$ cat src/design/esd_pkg.sv
// ----------------------------------------------------------------------------
// esd_pkg
// shared types and constants of the escape sequence decoder
// ----------------------------------------------------------------------------
`default_nettype none

package esd_pkg;

	localparam int ESD_QUEUE_DEPTH = 4;
	localparam int MAX_RESULTS     = 3;
	localparam logic [15:0] CAP_RESET = 16'd256;

	// one output word
	typedef struct packed {
		logic [7:0]  out_byte;
		logic        byte_written;
		logic        end_of_string;
		logic [15:0] decoded_length;
	} result_t;

	// all words caused by one input character
	typedef struct packed {
		logic [1:0]                    n_words;
		result_t [MAX_RESULTS-1:0]     words;
	} bundle_t;

endpackage

`default_nettype wire

$ cat src/design/esd_in_if.sv
// ----------------------------------------------------------------------------
// esd_in_if
// character channel: valid/ready plus one escaped source character
// ----------------------------------------------------------------------------
`default_nettype none

interface esd_in_if;
	logic       valid;
	logic       ready;
	logic [7:0] char_in;
	logic       is_last;

	modport source (output valid, output char_in, output is_last, input ready);
	modport sink   (input valid, input char_in, input is_last, output ready);
endinterface

`default_nettype wire

$ cat src/design/esd_out_if.sv
// ----------------------------------------------------------------------------
// esd_out_if
// result channel: valid/ready plus one decoded word
// ----------------------------------------------------------------------------
`default_nettype none

interface esd_out_if;
	logic        valid;
	logic        ready;
	logic [7:0]  out_byte;
	logic        byte_written;
	logic        end_of_string;
	logic [15:0] decoded_length;

	modport source (output valid, output out_byte, output byte_written,
		output end_of_string, output decoded_length, input ready);
	modport sink   (input valid, input out_byte, input byte_written,
		input end_of_string, input decoded_length, output ready);
endinterface

`default_nettype wire

$ cat src/design/esd_front.sv
// ----------------------------------------------------------------------------
// esd_front
// escape state machine: classifies each character and builds its words
// ----------------------------------------------------------------------------
`default_nettype none

module esd_front (
	input  wire logic            clk,
	input  wire logic            arst_n,
	input  wire logic            accept,
	input  wire logic [7:0]      char_in,
	input  wire logic            is_last,
	input  wire logic [15:0]     out_capacity,
	output esd_pkg::bundle_t     bundle,
	output logic                 push
);
	import esd_pkg::*;

	typedef enum logic [5:0] {
		PH_NORMAL = 6'b000001,
		PH_ESC    = 6'b000010,
		PH_HEX0   = 6'b000100,
		PH_HEX1   = 6'b001000,
		PH_OCT1   = 6'b010000,
		PH_OCT2   = 6'b100000
	} phase_t;

	localparam logic [7:0] CH_BSLASH = 8'h5C;
	localparam logic [7:0] CH_QUOTE  = 8'h22;
	localparam logic [7:0] CH_N      = 8'h6E;
	localparam logic [7:0] CH_R      = 8'h72;
	localparam logic [7:0] CH_T      = 8'h74;
	localparam logic [7:0] CH_E      = 8'h65;
	localparam logic [7:0] CH_X      = 8'h78;
	localparam logic [7:0] BY_NL     = 8'h0A;
	localparam logic [7:0] BY_CR     = 8'h0D;
	localparam logic [7:0] BY_TAB    = 8'h09;
	localparam logic [7:0] BY_ESC    = 8'h1B;

	phase_t      phase_q;
	logic [8:0]  value_q;
	logic [15:0] count_q;
	logic        full_q;

	phase_t      ph_a, ph_b;
	logic [8:0]  val_a, val_b;
	logic        do_new, full_b;
	logic        pend_emit, new_emit, flush_emit;
	logic [7:0]  pend_byte;
	logic [15:0] cnt_a, cnt_b, cnt_c;
	logic        is_hex, is_oct;
	logic [3:0]  hex_v;
	logic [2:0]  oct_d;
	logic [1:0]  n;
	result_t [MAX_RESULTS-1:0] words;

	always_comb begin
		is_hex = 1'b0;
		hex_v  = 4'd0;
		if (char_in inside {[8'h30:8'h39]}) begin
			is_hex = 1'b1;
			hex_v  = char_in[3:0];
		end else if (char_in inside {[8'h61:8'h66], [8'h41:8'h46]}) begin
			is_hex = 1'b1;
			hex_v  = 4'(char_in[3:0] + 4'd9);
		end
		is_oct = char_in inside {[8'h30:8'h37]};
		oct_d  = char_in[2:0];
	end

	// pending escape, then a possible new item, then end-of-string flush
	always_comb begin
		ph_a      = phase_q;
		val_a     = value_q;
		do_new    = 1'b0;
		pend_emit = 1'b0;
		pend_byte = 8'd0;
		if (!full_q) begin
			case (phase_q)
				PH_ESC: begin
					ph_a = PH_NORMAL;
					case (char_in)
						CH_BSLASH: begin pend_emit = 1'b1; pend_byte = CH_BSLASH; end
						CH_QUOTE:  begin pend_emit = 1'b1; pend_byte = CH_QUOTE;  end
						CH_N:      begin pend_emit = 1'b1; pend_byte = BY_NL;     end
						CH_R:      begin pend_emit = 1'b1; pend_byte = BY_CR;     end
						CH_T:      begin pend_emit = 1'b1; pend_byte = BY_TAB;    end
						CH_E:      begin pend_emit = 1'b1; pend_byte = BY_ESC;    end
						CH_X: begin
							ph_a  = PH_HEX0;
							val_a = 9'd0;
						end
						default: begin
							if (is_oct) begin
								ph_a  = PH_OCT1;
								val_a = {6'd0, oct_d};
							end else begin
								do_new = 1'b1;
							end
						end
					endcase
				end
				PH_HEX0: begin
					if (is_hex) begin
						ph_a  = PH_HEX1;
						val_a = {5'd0, hex_v};
					end else begin
						do_new = 1'b1;
					end
				end
				PH_HEX1: begin
					ph_a      = PH_NORMAL;
					pend_emit = 1'b1;
					if (is_hex) begin
						pend_byte = {value_q[3:0], hex_v};
						val_a     = 9'd0;
					end else begin
						pend_byte = value_q[7:0];
						do_new    = 1'b1;
					end
				end
				PH_OCT1: begin
					if (is_oct) begin
						ph_a  = PH_OCT2;
						val_a = {value_q[5:0], oct_d};
					end else begin
						ph_a      = PH_NORMAL;
						pend_emit = 1'b1;
						pend_byte = value_q[7:0];
						do_new    = 1'b1;
					end
				end
				PH_OCT2: begin
					ph_a      = PH_NORMAL;
					pend_emit = 1'b1;
					if (is_oct) begin
						pend_byte = {value_q[4:0], oct_d};
						val_a     = 9'd0;
					end else begin
						pend_byte = value_q[7:0];
						do_new    = 1'b1;
					end
				end
				default: do_new = 1'b1;
			endcase
		end

		cnt_a = count_q + {15'd0, pend_emit};

		// new item: capacity check first
		ph_b     = ph_a;
		val_b    = val_a;
		full_b   = full_q;
		new_emit = 1'b0;
		if (do_new) begin
			ph_b  = PH_NORMAL;
			val_b = 9'd0;
			if ({1'b0, cnt_a} + 17'd1 >= {1'b0, out_capacity}) begin
				full_b = 1'b1;
			end else if (char_in == CH_BSLASH) begin
				ph_b = PH_ESC;
			end else begin
				new_emit = 1'b1;
			end
		end
		cnt_b = cnt_a + {15'd0, new_emit};

		flush_emit = is_last && !full_b &&
			(ph_b == PH_HEX1 || ph_b == PH_OCT1 || ph_b == PH_OCT2);
		cnt_c = cnt_b + {15'd0, flush_emit};

		// pack the words in order
		words = '0;
		n     = 2'd0;
		if (pend_emit) begin
			words[n] = '{out_byte: pend_byte, byte_written: 1'b1,
				end_of_string: 1'b0, decoded_length: cnt_a};
			n = n + 2'd1;
		end
		if (new_emit) begin
			words[n] = '{out_byte: char_in, byte_written: 1'b1,
				end_of_string: 1'b0, decoded_length: cnt_b};
			n = n + 2'd1;
		end
		if (flush_emit) begin
			words[n] = '{out_byte: val_b[7:0], byte_written: 1'b1,
				end_of_string: 1'b0, decoded_length: cnt_c};
			n = n + 2'd1;
		end
		if (is_last) begin
			words[n] = '{out_byte: 8'd0, byte_written: (out_capacity > cnt_c),
				end_of_string: 1'b1, decoded_length: cnt_c};
			n = n + 2'd1;
		end
	end

	assign bundle.n_words = n;
	assign bundle.words   = words;
	assign push           = accept && (n != 2'd0);

	always_ff @(posedge clk or negedge arst_n) begin
		if (!arst_n) begin
			phase_q <= PH_NORMAL;
			value_q <= 9'd0;
			count_q <= 16'd0;
			full_q  <= 1'b0;
		end else if (accept) begin
			if (is_last) begin
				phase_q <= PH_NORMAL;
				value_q <= 9'd0;
				count_q <= 16'd0;
				full_q  <= 1'b0;
			end else begin
				phase_q <= ph_b;
				value_q <= val_b;
				count_q <= cnt_b;
				full_q  <= full_b;
			end
		end
	end

endmodule

`default_nettype wire

$ cat src/design/esd_queue.sv
// ----------------------------------------------------------------------------
// esd_queue
// short fifo of word bundles between the front and back parts
// ----------------------------------------------------------------------------
`default_nettype none

module esd_queue #(
	parameter int DEPTH = esd_pkg::ESD_QUEUE_DEPTH
) (
	input  wire logic             clk,
	input  wire logic             arst_n,
	input  wire logic             push,
	input  wire esd_pkg::bundle_t push_data,
	output logic                  full,
	input  wire logic             pop,
	output esd_pkg::bundle_t      head,
	output logic                  head_valid
);
	import esd_pkg::*;

	localparam int PW = (DEPTH > 1) ? $clog2(DEPTH) : 1;
	localparam int FW = $clog2(DEPTH + 1);

	bundle_t         mem_q [DEPTH];
	logic [PW-1:0]   wr_ptr_q, rd_ptr_q;
	logic [FW-1:0]   fill_q;
	logic            do_push, do_pop;

	assign full       = (fill_q == FW'(DEPTH));
	assign head_valid = (fill_q != '0);
	assign head       = mem_q[rd_ptr_q];
	assign do_push    = push && !full;
	assign do_pop     = pop && head_valid;

	always_ff @(posedge clk) begin
		if (do_push) begin
			mem_q[wr_ptr_q] <= push_data;
		end
	end

	always_ff @(posedge clk or negedge arst_n) begin
		if (!arst_n) begin
			wr_ptr_q <= '0;
			rd_ptr_q <= '0;
			fill_q   <= '0;
		end else begin
			if (do_push) begin
				wr_ptr_q <= (wr_ptr_q == PW'(DEPTH - 1)) ? '0 : wr_ptr_q + PW'(1);
			end
			if (do_pop) begin
				rd_ptr_q <= (rd_ptr_q == PW'(DEPTH - 1)) ? '0 : rd_ptr_q + PW'(1);
			end
			if (do_push && !do_pop) begin
				fill_q <= fill_q + FW'(1);
			end else if (do_pop && !do_push) begin
				fill_q <= fill_q - FW'(1);
			end
		end
	end

endmodule

`default_nettype wire

$ cat src/design/esd_back.sv
// ----------------------------------------------------------------------------
// esd_back
// unpacks bundles into single words behind an output register
// ----------------------------------------------------------------------------
`default_nettype none

module esd_back (
	input  wire logic             clk,
	input  wire logic             arst_n,
	input  wire esd_pkg::bundle_t head,
	input  wire logic             head_valid,
	output logic                  pop,
	esd_out_if.source             byte_ch
);
	import esd_pkg::*;

	logic        out_valid_q;
	result_t     out_word_q;
	logic [1:0]  sub_q;
	logic        load;
	logic        last_sub;

	assign load     = !out_valid_q || byte_ch.ready;
	assign last_sub = (sub_q + 2'd1 >= head.n_words);
	assign pop      = load && head_valid && last_sub;

	always_ff @(posedge clk) begin
		if (load && head_valid) begin
			out_word_q <= head.words[sub_q];
		end
	end

	always_ff @(posedge clk or negedge arst_n) begin
		if (!arst_n) begin
			out_valid_q <= 1'b0;
			sub_q       <= 2'd0;
		end else if (load) begin
			out_valid_q <= head_valid;
			if (head_valid) begin
				sub_q <= last_sub ? 2'd0 : sub_q + 2'd1;
			end
		end
	end

	assign byte_ch.valid          = out_valid_q;
	assign byte_ch.out_byte       = out_word_q.out_byte;
	assign byte_ch.byte_written   = out_word_q.byte_written;
	assign byte_ch.end_of_string  = out_word_q.end_of_string;
	assign byte_ch.decoded_length = out_word_q.decoded_length;

endmodule

`default_nettype wire

$ cat src/design/escape_sequence_decoder.sv
// ----------------------------------------------------------------------------
// escape_sequence_decoder
// decodes a c-style escaped string into bytes, a terminator and a length
// ----------------------------------------------------------------------------
// usage
//   char_ch: one escaped source character per word, is_last on the final one
//   byte_ch: decoded words; each carries the running decoded length, and the
//     last word of a string is the terminator with end_of_string set
//   cfg_wr_en / cfg_wr_data: out_capacity, written while the block is idle
// timing
//   a result reaches byte_ch through the bundle queue and the output register
//   one character per cycle is taken while each causes at most one word and
//     byte_ch is ready; a character causing two or three words holds the back
//     part as it sends them; the queue (QUEUE_DEPTH bundles) absorbs bursts
// reset
//   escape state, count and queue clear; out_capacity returns to 256
// stall
//   byte_ch holds its word while ready is low; char_ch keeps accepting
//   until the queue fills, then char_ch.ready drops
// ----------------------------------------------------------------------------
`default_nettype none

module escape_sequence_decoder #(
	parameter int QUEUE_DEPTH = esd_pkg::ESD_QUEUE_DEPTH
) (
	input  wire logic         clk,
	input  wire logic         arst_n,
	input  wire logic         cfg_wr_en,
	input  wire logic [15:0]  cfg_wr_data,
	esd_in_if.sink            char_ch,
	esd_out_if.source         byte_ch
);
	import esd_pkg::*;

	// capacity register, applies from the next capacity check
	logic [15:0] out_capacity_q;

	always_ff @(posedge clk or negedge arst_n) begin
		if (!arst_n) begin
			out_capacity_q <= CAP_RESET;
		end else if (cfg_wr_en) begin
			out_capacity_q <= cfg_wr_data;
		end
	end

	bundle_t front_bundle;
	bundle_t q_head;
	logic    front_push;
	logic    q_full;
	logic    q_head_valid;
	logic    back_pop;
	logic    accept;

	// front stalls only on a full queue
	assign char_ch.ready = !q_full;
	assign accept        = char_ch.valid && !q_full;

	esd_front u_front (
		.clk          (clk),
		.arst_n       (arst_n),
		.accept       (accept),
		.char_in      (char_ch.char_in),
		.is_last      (char_ch.is_last),
		.out_capacity (out_capacity_q),
		.bundle       (front_bundle),
		.push         (front_push)
	);

	esd_queue #(
		.DEPTH (QUEUE_DEPTH)
	) u_queue (
		.clk        (clk),
		.arst_n     (arst_n),
		.push       (front_push),
		.push_data  (front_bundle),
		.full       (q_full),
		.pop        (back_pop),
		.head       (q_head),
		.head_valid (q_head_valid)
	);

	esd_back u_back (
		.clk        (clk),
		.arst_n     (arst_n),
		.head       (q_head),
		.head_valid (q_head_valid),
		.pop        (back_pop),
		.byte_ch    (byte_ch)
	);

endmodule

`default_nettype wire

$ cat src/flat_wrapper.sv
// flat-port wrapper written by rule: the top's interface ports become plain ports
module escape_sequence_decoder_flat import esd_pkg::*;
#(
	parameter int QUEUE_DEPTH = esd_pkg::ESD_QUEUE_DEPTH
)
  (clk, arst_n, cfg_wr_en, cfg_wr_data, char_ch_valid, char_ch_char_in, char_ch_is_last, char_ch_ready, byte_ch_valid, byte_ch_out_byte, byte_ch_byte_written, byte_ch_end_of_string, byte_ch_decoded_length, byte_ch_ready);
  esd_in_if char_ch_i ();
  esd_out_if byte_ch_i ();
  input  wire logic clk;
  input  wire logic arst_n;
  input  wire logic cfg_wr_en;
  input  wire logic [15:0] cfg_wr_data;
  input wire logic [$bits(char_ch_i.valid)-1:0] char_ch_valid;
  input wire logic [$bits(char_ch_i.char_in)-1:0] char_ch_char_in;
  input wire logic [$bits(char_ch_i.is_last)-1:0] char_ch_is_last;
  output wire logic [$bits(char_ch_i.ready)-1:0] char_ch_ready;
  output wire logic [$bits(byte_ch_i.valid)-1:0] byte_ch_valid;
  output wire logic [$bits(byte_ch_i.out_byte)-1:0] byte_ch_out_byte;
  output wire logic [$bits(byte_ch_i.byte_written)-1:0] byte_ch_byte_written;
  output wire logic [$bits(byte_ch_i.end_of_string)-1:0] byte_ch_end_of_string;
  output wire logic [$bits(byte_ch_i.decoded_length)-1:0] byte_ch_decoded_length;
  input wire logic [$bits(byte_ch_i.ready)-1:0] byte_ch_ready;
  assign char_ch_i.valid = char_ch_valid;
  assign char_ch_i.char_in = char_ch_char_in;
  assign char_ch_i.is_last = char_ch_is_last;
  assign char_ch_ready = char_ch_i.ready;
  assign byte_ch_valid = byte_ch_i.valid;
  assign byte_ch_out_byte = byte_ch_i.out_byte;
  assign byte_ch_byte_written = byte_ch_i.byte_written;
  assign byte_ch_end_of_string = byte_ch_i.end_of_string;
  assign byte_ch_decoded_length = byte_ch_i.decoded_length;
  assign byte_ch_i.ready = byte_ch_ready;
  escape_sequence_decoder #(.QUEUE_DEPTH(QUEUE_DEPTH)) u_core (.clk(clk), .arst_n(arst_n), .cfg_wr_en(cfg_wr_en), .cfg_wr_data(cfg_wr_data), .char_ch(char_ch_i), .byte_ch(byte_ch_i));
endmodule
$ cat config.mk
export PLATFORM = sky130hd
export DESIGN_NAME = escape_sequence_decoder_flat
export DESIGN_NICKNAME = d
export VERILOG_FILES = /design/src/design/esd_pkg.sv /design/src/design/esd_in_if.sv /design/src/design/esd_out_if.sv /design/src/design/esd_front.sv /design/src/design/esd_queue.sv /design/src/design/esd_back.sv /design/src/design/escape_sequence_decoder.sv /design/src/flat_wrapper.sv
export SDC_FILE = /design/constraint.sdc
export NUM_CORES = 1
export LEC_CHECK = 0
export ABC_AREA = 1
export BUFFER_PORTS_ARGS = -buffer_cell sky130_fd_sc_hd__buf_2
export CORE_UTILIZATION = 50
export DETAILED_ROUTE_END_ITERATION = 10
export HOLD_SLACK_MARGIN = 0.1
export PLACE_DENSITY = 0.66
export SKIP_CTS_REPAIR_TIMING = 1
export SYNTH_ARGS = -nofsm -noshare
export SYNTH_HDL_FRONTEND = slang
export SYNTH_SLANG_ARGS = --single-unit
$ cat constraint.sdc
create_clock -name clk -period 17.34 [get_ports clk]
set_clock_uncertainty 0.2 [all_clocks]
set_input_delay 1.734 -clock clk [delete_from_list [all_inputs] [get_ports clk]]
set_output_delay 1.734 -clock clk [all_outputs]
set_load 0.01 [all_outputs]
# [After elaboration in Yosys (flattened, before gate mapping)]
# Memories as Yosys holds them, arrays and structs flattened.
# Cells that the tools add are included.
[totals] output_inout_bits=28 inputBits=30 ram_bits=320 memories=1 elab_cells=169 register_bits=83
[memory_table] name="u_core.u_queue.mem_q" depth=4 word_bits=80 read_ports=1 rd_ports_with_merged_regs=0 write_ports=1 line="esd_queue.sv:24" source="bundle_t mem_q [DEPTH];"
[op_classes] mux=71 order_cmp=17 n_eq_ne=18 reduce_logical=35 add_sub_neg=13
[op_table] operator="$bwmux 78" n=3
[op_table] operator="$mux 78" n=3
[op_table] operator="$demux 26 s2" n=3
[op_table] operator="$mux 26" n=5
[op_table] operator="$mux 8" n=12
[op_table] operator="$bmux 26 s2" n=1
[op_table] operator="$add 16x1->16" n=3
[op_table] operator="$eq 8x7->1 const B" n=6
[op_table] operator="$pmux 7 s6" n=1
[op_table] operator="$pmux 8 s5" n=1
[op_table] operator="$pmux 8 s4" n=1
[op_table] operator="$mux 6" n=5
[op_table] operator="$pmux 6 s4" n=1
[op_table] operator="$add 16x1->17 const B" n=1
[op_table] operator="$ge 17x16->1" n=1
[op_table] operator="$logic_and 1x1->1" n=17
[op_table] operator="$mux 1" n=17
[op_table] operator="$ge 8x7->1 const B" n=2
[op_table] operator="$gt 16x16->1" n=1
[op_table] operator="$le 8x6->1 const B" n=2
[op_table] operator="$le 8x7->1 const B" n=2
[op_table] operator="$mux 16" n=1
[op_table] operator="$mux 2" n=8
[op_table] operator="$pmux 8 s2" n=1
[op_table] operator="other kinds (29)" n=56

# [Depth between registers and ports, before layout]
[logic_depth] depth_word=24 depth_mapped=59

# [Cells and area by module]
# Synthesis repeated with hierarchy kept, for this count alone.
[unflattened] hier_cells=2244 hier_area_um2=22321.4
[by_module_without_submodules] module="esd_queue" n_inst=1 area_per_inst_um2=13853.3 cells_each=993 seq_area_each_um2=9784.4
[by_module_without_submodules] module="esd_front" n_inst=1 area_per_inst_um2=6180.9 cells_each=1008 seq_area_each_um2=777.0
[by_module_without_submodules] module="esd_back" n_inst=1 area_per_inst_um2=1630.3 cells_each=172 seq_area_each_um2=855.8
[by_module_without_submodules] module="escape_sequence_decoder" n_inst=1 area_per_inst_um2=656.9 cells_each=71 seq_area_each_um2=401.6

# [Least setup slack after synthesis]
# No wires, ideal clock.
[synth_path] path_kind="input to register" startpoint="input char_ch_char_in[0]" endpoint="memory u_core.u_queue.mem_q[0][0] in the netlist's numbering (enable)" setup_slack_ns=7.707 setup_time_ns=0.455 arrival_time_ns=8.978 path_stages=45 cell_sequence="inv_1 > ha_1 > inv_1 > nor3_1 > nand2_1 > nand2_1 > nor2_1 > nand2_1 > o21ai_0 > nand2_1 > nand2_1 > inv_1 > ha_1 > ha_1 > nand3_2 > inv_2 > nand2_1 > nand2_4 > (+9 left out) > nand2_1 > inv_1 > nand4_1 > nor2_1 > nor2_1 > nand3_2 > nor2_2 > ha_1 > inv_1 > o21ai_0 > nand2_1 > inv_1 > ha_1 > nand2_1 > nand2_1 > nand2_2 > nand2_4 > nor2_2"
[synth_between] elab_chain_len=22
[synth_lines] element="start, declared" line="flat_wrapper.sv:14" source="input wire logic [$bits(char_ch_i.char_in)-1:0] char_ch_char_in;"
[synth_lines] element="$ge 8x6->1, or another cell as far along" line="esd_front.sv:60, esd_front.sv:67"
[synth_lines] element="$logic_and 1x1->1 or $reduce_or 6->1 (tied branches)"
[synth_lines] element="$mux 1, on equally long branches"
[synth_lines] element="$pmux 1 s3" line="esd_front.sv:79" source="case (phase_q)"
[synth_lines] element="$mux 1" line="esd_front.sv:78" source="if (!full_q) begin"
[synth_lines] element="$add 16x1->16" line="esd_front.sv:148" source="cnt_a = count_q + {15'd0, pend_emit};"
[synth_lines] element="$add 16x1->17" line="esd_front.sv:158" source="if ({1'b0, cnt_a} + 17'd1 >= {1'b0, out_capacity}) begin"
[synth_lines] element="$ge 17x16->1" line="esd_front.sv:158"
[synth_lines] element="(+6 left out)"
[synth_lines] element="$mux 2 (*)" line="esd_front.sv:185" source="if (flush_emit) begin"
[synth_lines] element="$add 2x1->2" line="esd_front.sv:193" source="n = n + 2'd1;"
[synth_lines] element="$mux 2 (*)" line="esd_front.sv:190" source="if (is_last) begin"
[synth_lines] element="$reduce_bool 2->1 (*)" line="esd_front.sv:199" source="assign push = accept && (n != 2'd0);"
[synth_lines] element="$logic_and 1x1->1 (*)" line="esd_front.sv:199"
[synth_lines] element="$logic_and 1x1->1 (*)" line="esd_queue.sv:32" source="assign do_push = push && !full;"
[synth_lines] element="$mux 1 (*)" line="esd_queue.sv:36" source="if (do_push) begin"
[synth_lines] element="$mux 1 (not written as such) (*)" line="esd_queue.sv:37" source="mem_q[wr_ptr_q] <= push_data;"
[synth_lines] element="end, declared" line="esd_queue.sv:24"
# Mark *: on every way between the ends. The rest lies on a longest branch, timed or not.

==> metrics <==
DRT antenna net count=0; worst hold path type=reg2reg; Worst Hold Margin=0.338 ns; ys async rst share=0.141; crit path max-delay cell type=a21boi_0; later-pin clock latency in the skew report=0.56 ns; non-filler cells, final=2581; Cell Area, Synth=0.0201 mm²; maximum fanout along the worst path=17; total gr overflow=0; Sw Share=0.341; post-DR wirelength/cell=20.4 µm; RePlAce Congestion=0.963; DR pass1 iterations=5; P_sw=1.06 mW; cell area power density=140 mW/mm²; DRT Wirelength=52.7 mm; Sum Neg Setup Slack=0 ns; crit path capture type=register; Die Y=202 µm; syn nets=2091; CTS tree=built; hpwl dp=34.5 mm; Internal=2.05 mW; Port Buf Inserts=57; Worst Path Required=17.52 ns; Via Count=14.9k; Worst Path Arrival=10.84 ns; vias in the first global route=14.4k; number of H-tree levels=2; R2R setup slack=7.76 ns; power share of the sequential group=0.430; Yosys reg bits=403; vias per inst=5.76; Iteration-0 DRC Markers=1358; Slew HR=0.299; critical path launch point type=input pin; diode count=0; Initial Util=0.507; syn avg cell area=10.0 µm²; initial antenna violation count=0; die area=0.0410 mm²; CTS sink count=403; Synth area leaders=edfxtp_1 52%, dfrtp_1 6.9%, o21ai_0 5.8%; drc violations=0; final number of max-transition violations=0; achievable frequency=0.0938 GHz; Die Span X=202 µm; Yosys cell types=61; first-pass GRT wire length=81.9 mm; post-synthesis sequential area ratio=0.588; largest net degree at the start of global routing=94; max-cap violations=0; Clock Tree Buf Depth=3; measured slew at the worst slew-check pin=1.05 ns; DP Area=0.0208 mm²; logic gate share of total power=0.279; # setup viols final=0; area leader, netlist=edfxtp_1; synth warn=0; top_reg_cell synth=edfxtp_1; Cells after Synth=2000; post-route clock period utilization=0.615; post-place setup slack=6.24 ns; Pleak=8.51 nW; maximum vdd drop=88.4 µV; crit path kind=in2reg; setup ws final=6.68 ns; Final nets=2116; CTS Buf Count=43; RSZ-0062 raised after global routing=no; Core Region=0.0396 mm²; slowest cell delay on critical path=0.47 ns; CTS root buf=clkbuf_16; Clock power frac=0.291; crit-path most repeated cell=nand2_1; Hold Violations, Final=0; Final Cell Area=0.0222 mm²; CTS clk-pin slew, worst paths=0.06 ns; IO Pins=58; number of synthesized flops with an enable pin=346; Final min period=10.66 ns; share of cells above drive strength 1=0.114; top-area cell type share of the netlist area=0.517; # rows=73; All-Layer GR Usage=0.260; status=completed; synthesis-to-layout area growth=10.4%; Inst Count DP=2505
-- logic make-up after synthesis --
family	share of synthesized area
AOI/OAI and AO/OA	0.132
DFF	0.588
buffers and inverters	0.0557
and+or+nand+nor	0.163
adders and majority gates	0.0384
muxes	0.000560
xor gates and xnor gates	0.0217
-- worst paths after layout --
kind,to,cells past startpoint,from
setup reg to reg,u_core.u_queue.mem_q[3][69],54,u_core.u_front.phase_q[1]
max in group asynchronous,u_core.u_queue.rd_ptr_q[0],2,arst_n
hold reg to reg,u_core.u_queue.fill_q[0],1,u_core.u_queue.fill_q[0]
hold / removal,u_core.u_queue.fill_q[0],1,u_core.u_queue.fill_q[0]
min in group asynchronous,u_core.u_front.value_q[2],2,arst_n
setup / recovery,u_core.u_queue.mem_q[3][69],57,char_ch_char_in[1]
-- worst max-delay path, delay by kind of cell --
kind	cells	cell delay, ns
AO/OA/AOI/OAI	4	0.86
AND/OR/NAND/NOR	36	5.16
buffers and inverters	8	0.97
XOR/XNOR	2	0.36
adder cells (fa/ha/maj)	7	1.76
-- layer usage --
| layer | vias up | track usage | wire length [µm] |
|---|---|---|---|
| met3 | 74 | 0.0448 | 4040 |
| met1 | 7216 | 0.375 | 23400 |
| met4 | 0 | 0.0862 | 1290 |
| met5 | - | 0 | 0 |
| met2 | 520 | 0.398 | 23900 |
| li1 | 7055 | - | - |
-- cells in the mapped netlist (2+ instances only) --
cell type,n
inv_2,13
o2111ai_1,3
o221ai_1,3
buf_6,5
a21oi_1,42
o21ai_0,233
nor2_2,19
nor2_1,269
clkbuf_1,73
a22oi_1,10
xnor2_1,9
o32ai_1,5
dfrtp_1,55
o21ai_1,11
buf_2,4
nor3_2,2
inv_1,170
nand2_1,306
a21oi_2,2
a211oi_1,3
nor2_4,5
nand3_1,77
buf_4,5
o22ai_1,132
nand2_4,10
a2111oi_0,2
a221oi_1,3
inv_4,3
nand4_2,2
nand2_2,13
clkinv_1,4
ha_1,60
xor2_1,24
nand3_2,6
a31oi_1,9
xor2_2,8
dfstp_2,2
nand4_1,15
edfxtp_1,346
nor3_1,15
o21ai_2,2
-- state kept, by name, indices dropped and copies added (netlist names) --
| register | cells |
|---|---|
| u_core.u_front.full_q | 1 |
| u_core.u_back.byte_ch.end_of_string | 1 |
| u_core.u_queue.fill_q | 3 |
| u_core.u_queue.mem_q | 320 |
| u_core.u_front.count_q | 16 |
| u_core.u_back.byte_ch.decoded_length | 16 |
| u_core.u_back.sub_q | 2 |
| u_core.u_back.byte_ch.valid | 1 |
| u_core.out_capacity_q | 16 |
| u_core.u_queue.wr_ptr_q | 2 |
| u_core.u_queue.rd_ptr_q | 2 |
| u_core.u_back.byte_ch.out_byte | 8 |
| u_core.u_front.phase_q | 6 |
| u_core.u_front.value_q | 8 |
| u_core.u_back.byte_ch.byte_written | 1 |
-- layout make-up --
class	instances	area [µm²]
Sequential cell	403	11800
Clock inverter	24	250
Clock buffer	52	1140
Fill cell	3515	17500
Multi-Input combinational cell	1318	7210
Tap cell	525	657
Inverter	190	724
Timing Repair Buffer	69	375
-- per-stage QoR --
step,utilization,power [mW]
global route,0.560,3.28
detailed placement,0.524,2.23
finish,0.560,3.11
global placement,0.524,2.20
CTS,0.560,3.13
floorplan,-,1.92
-- power groups by stage --
stage                     sequential [mW]  clock [mW]  combinational, mW
after floorplan                      1.34           0              0.583
after global placement               1.35           0              0.850
after detailed placement             1.36           0              0.870
after CTS                            1.34       0.919              0.875
after global routing                 1.35       0.959              0.970
final                                1.34       0.904              0.866
-- placed cells by master (no fill, tap or decap), drive strengths merged, types with 4 or more instances in the layout --
master | synthesis | routed
edfxtp | 346 | 346
nand2 | 329 | 329
nor2 | 294 | 294
o21ai | 246 | 246
inv | 186 | 189
o22ai | 133 | 133
nand3 | 84 | 84
buf | 15 | 69
ha | 60 | 60
dfrtp | 55 | 55
clkbuf | 74 | 52
a21oi | 44 | 44
xor2 | 32 | 32
clkinv | 4 | 19
nor3 | 18 | 18
nand4 | 17 | 17
a22oi | 10 | 10
xnor2 | 10 | 10
a31oi | 9 | 9
o32ai | 5 | 5
bufinv | 0 | 4
(Power assumes the default switching activity.)
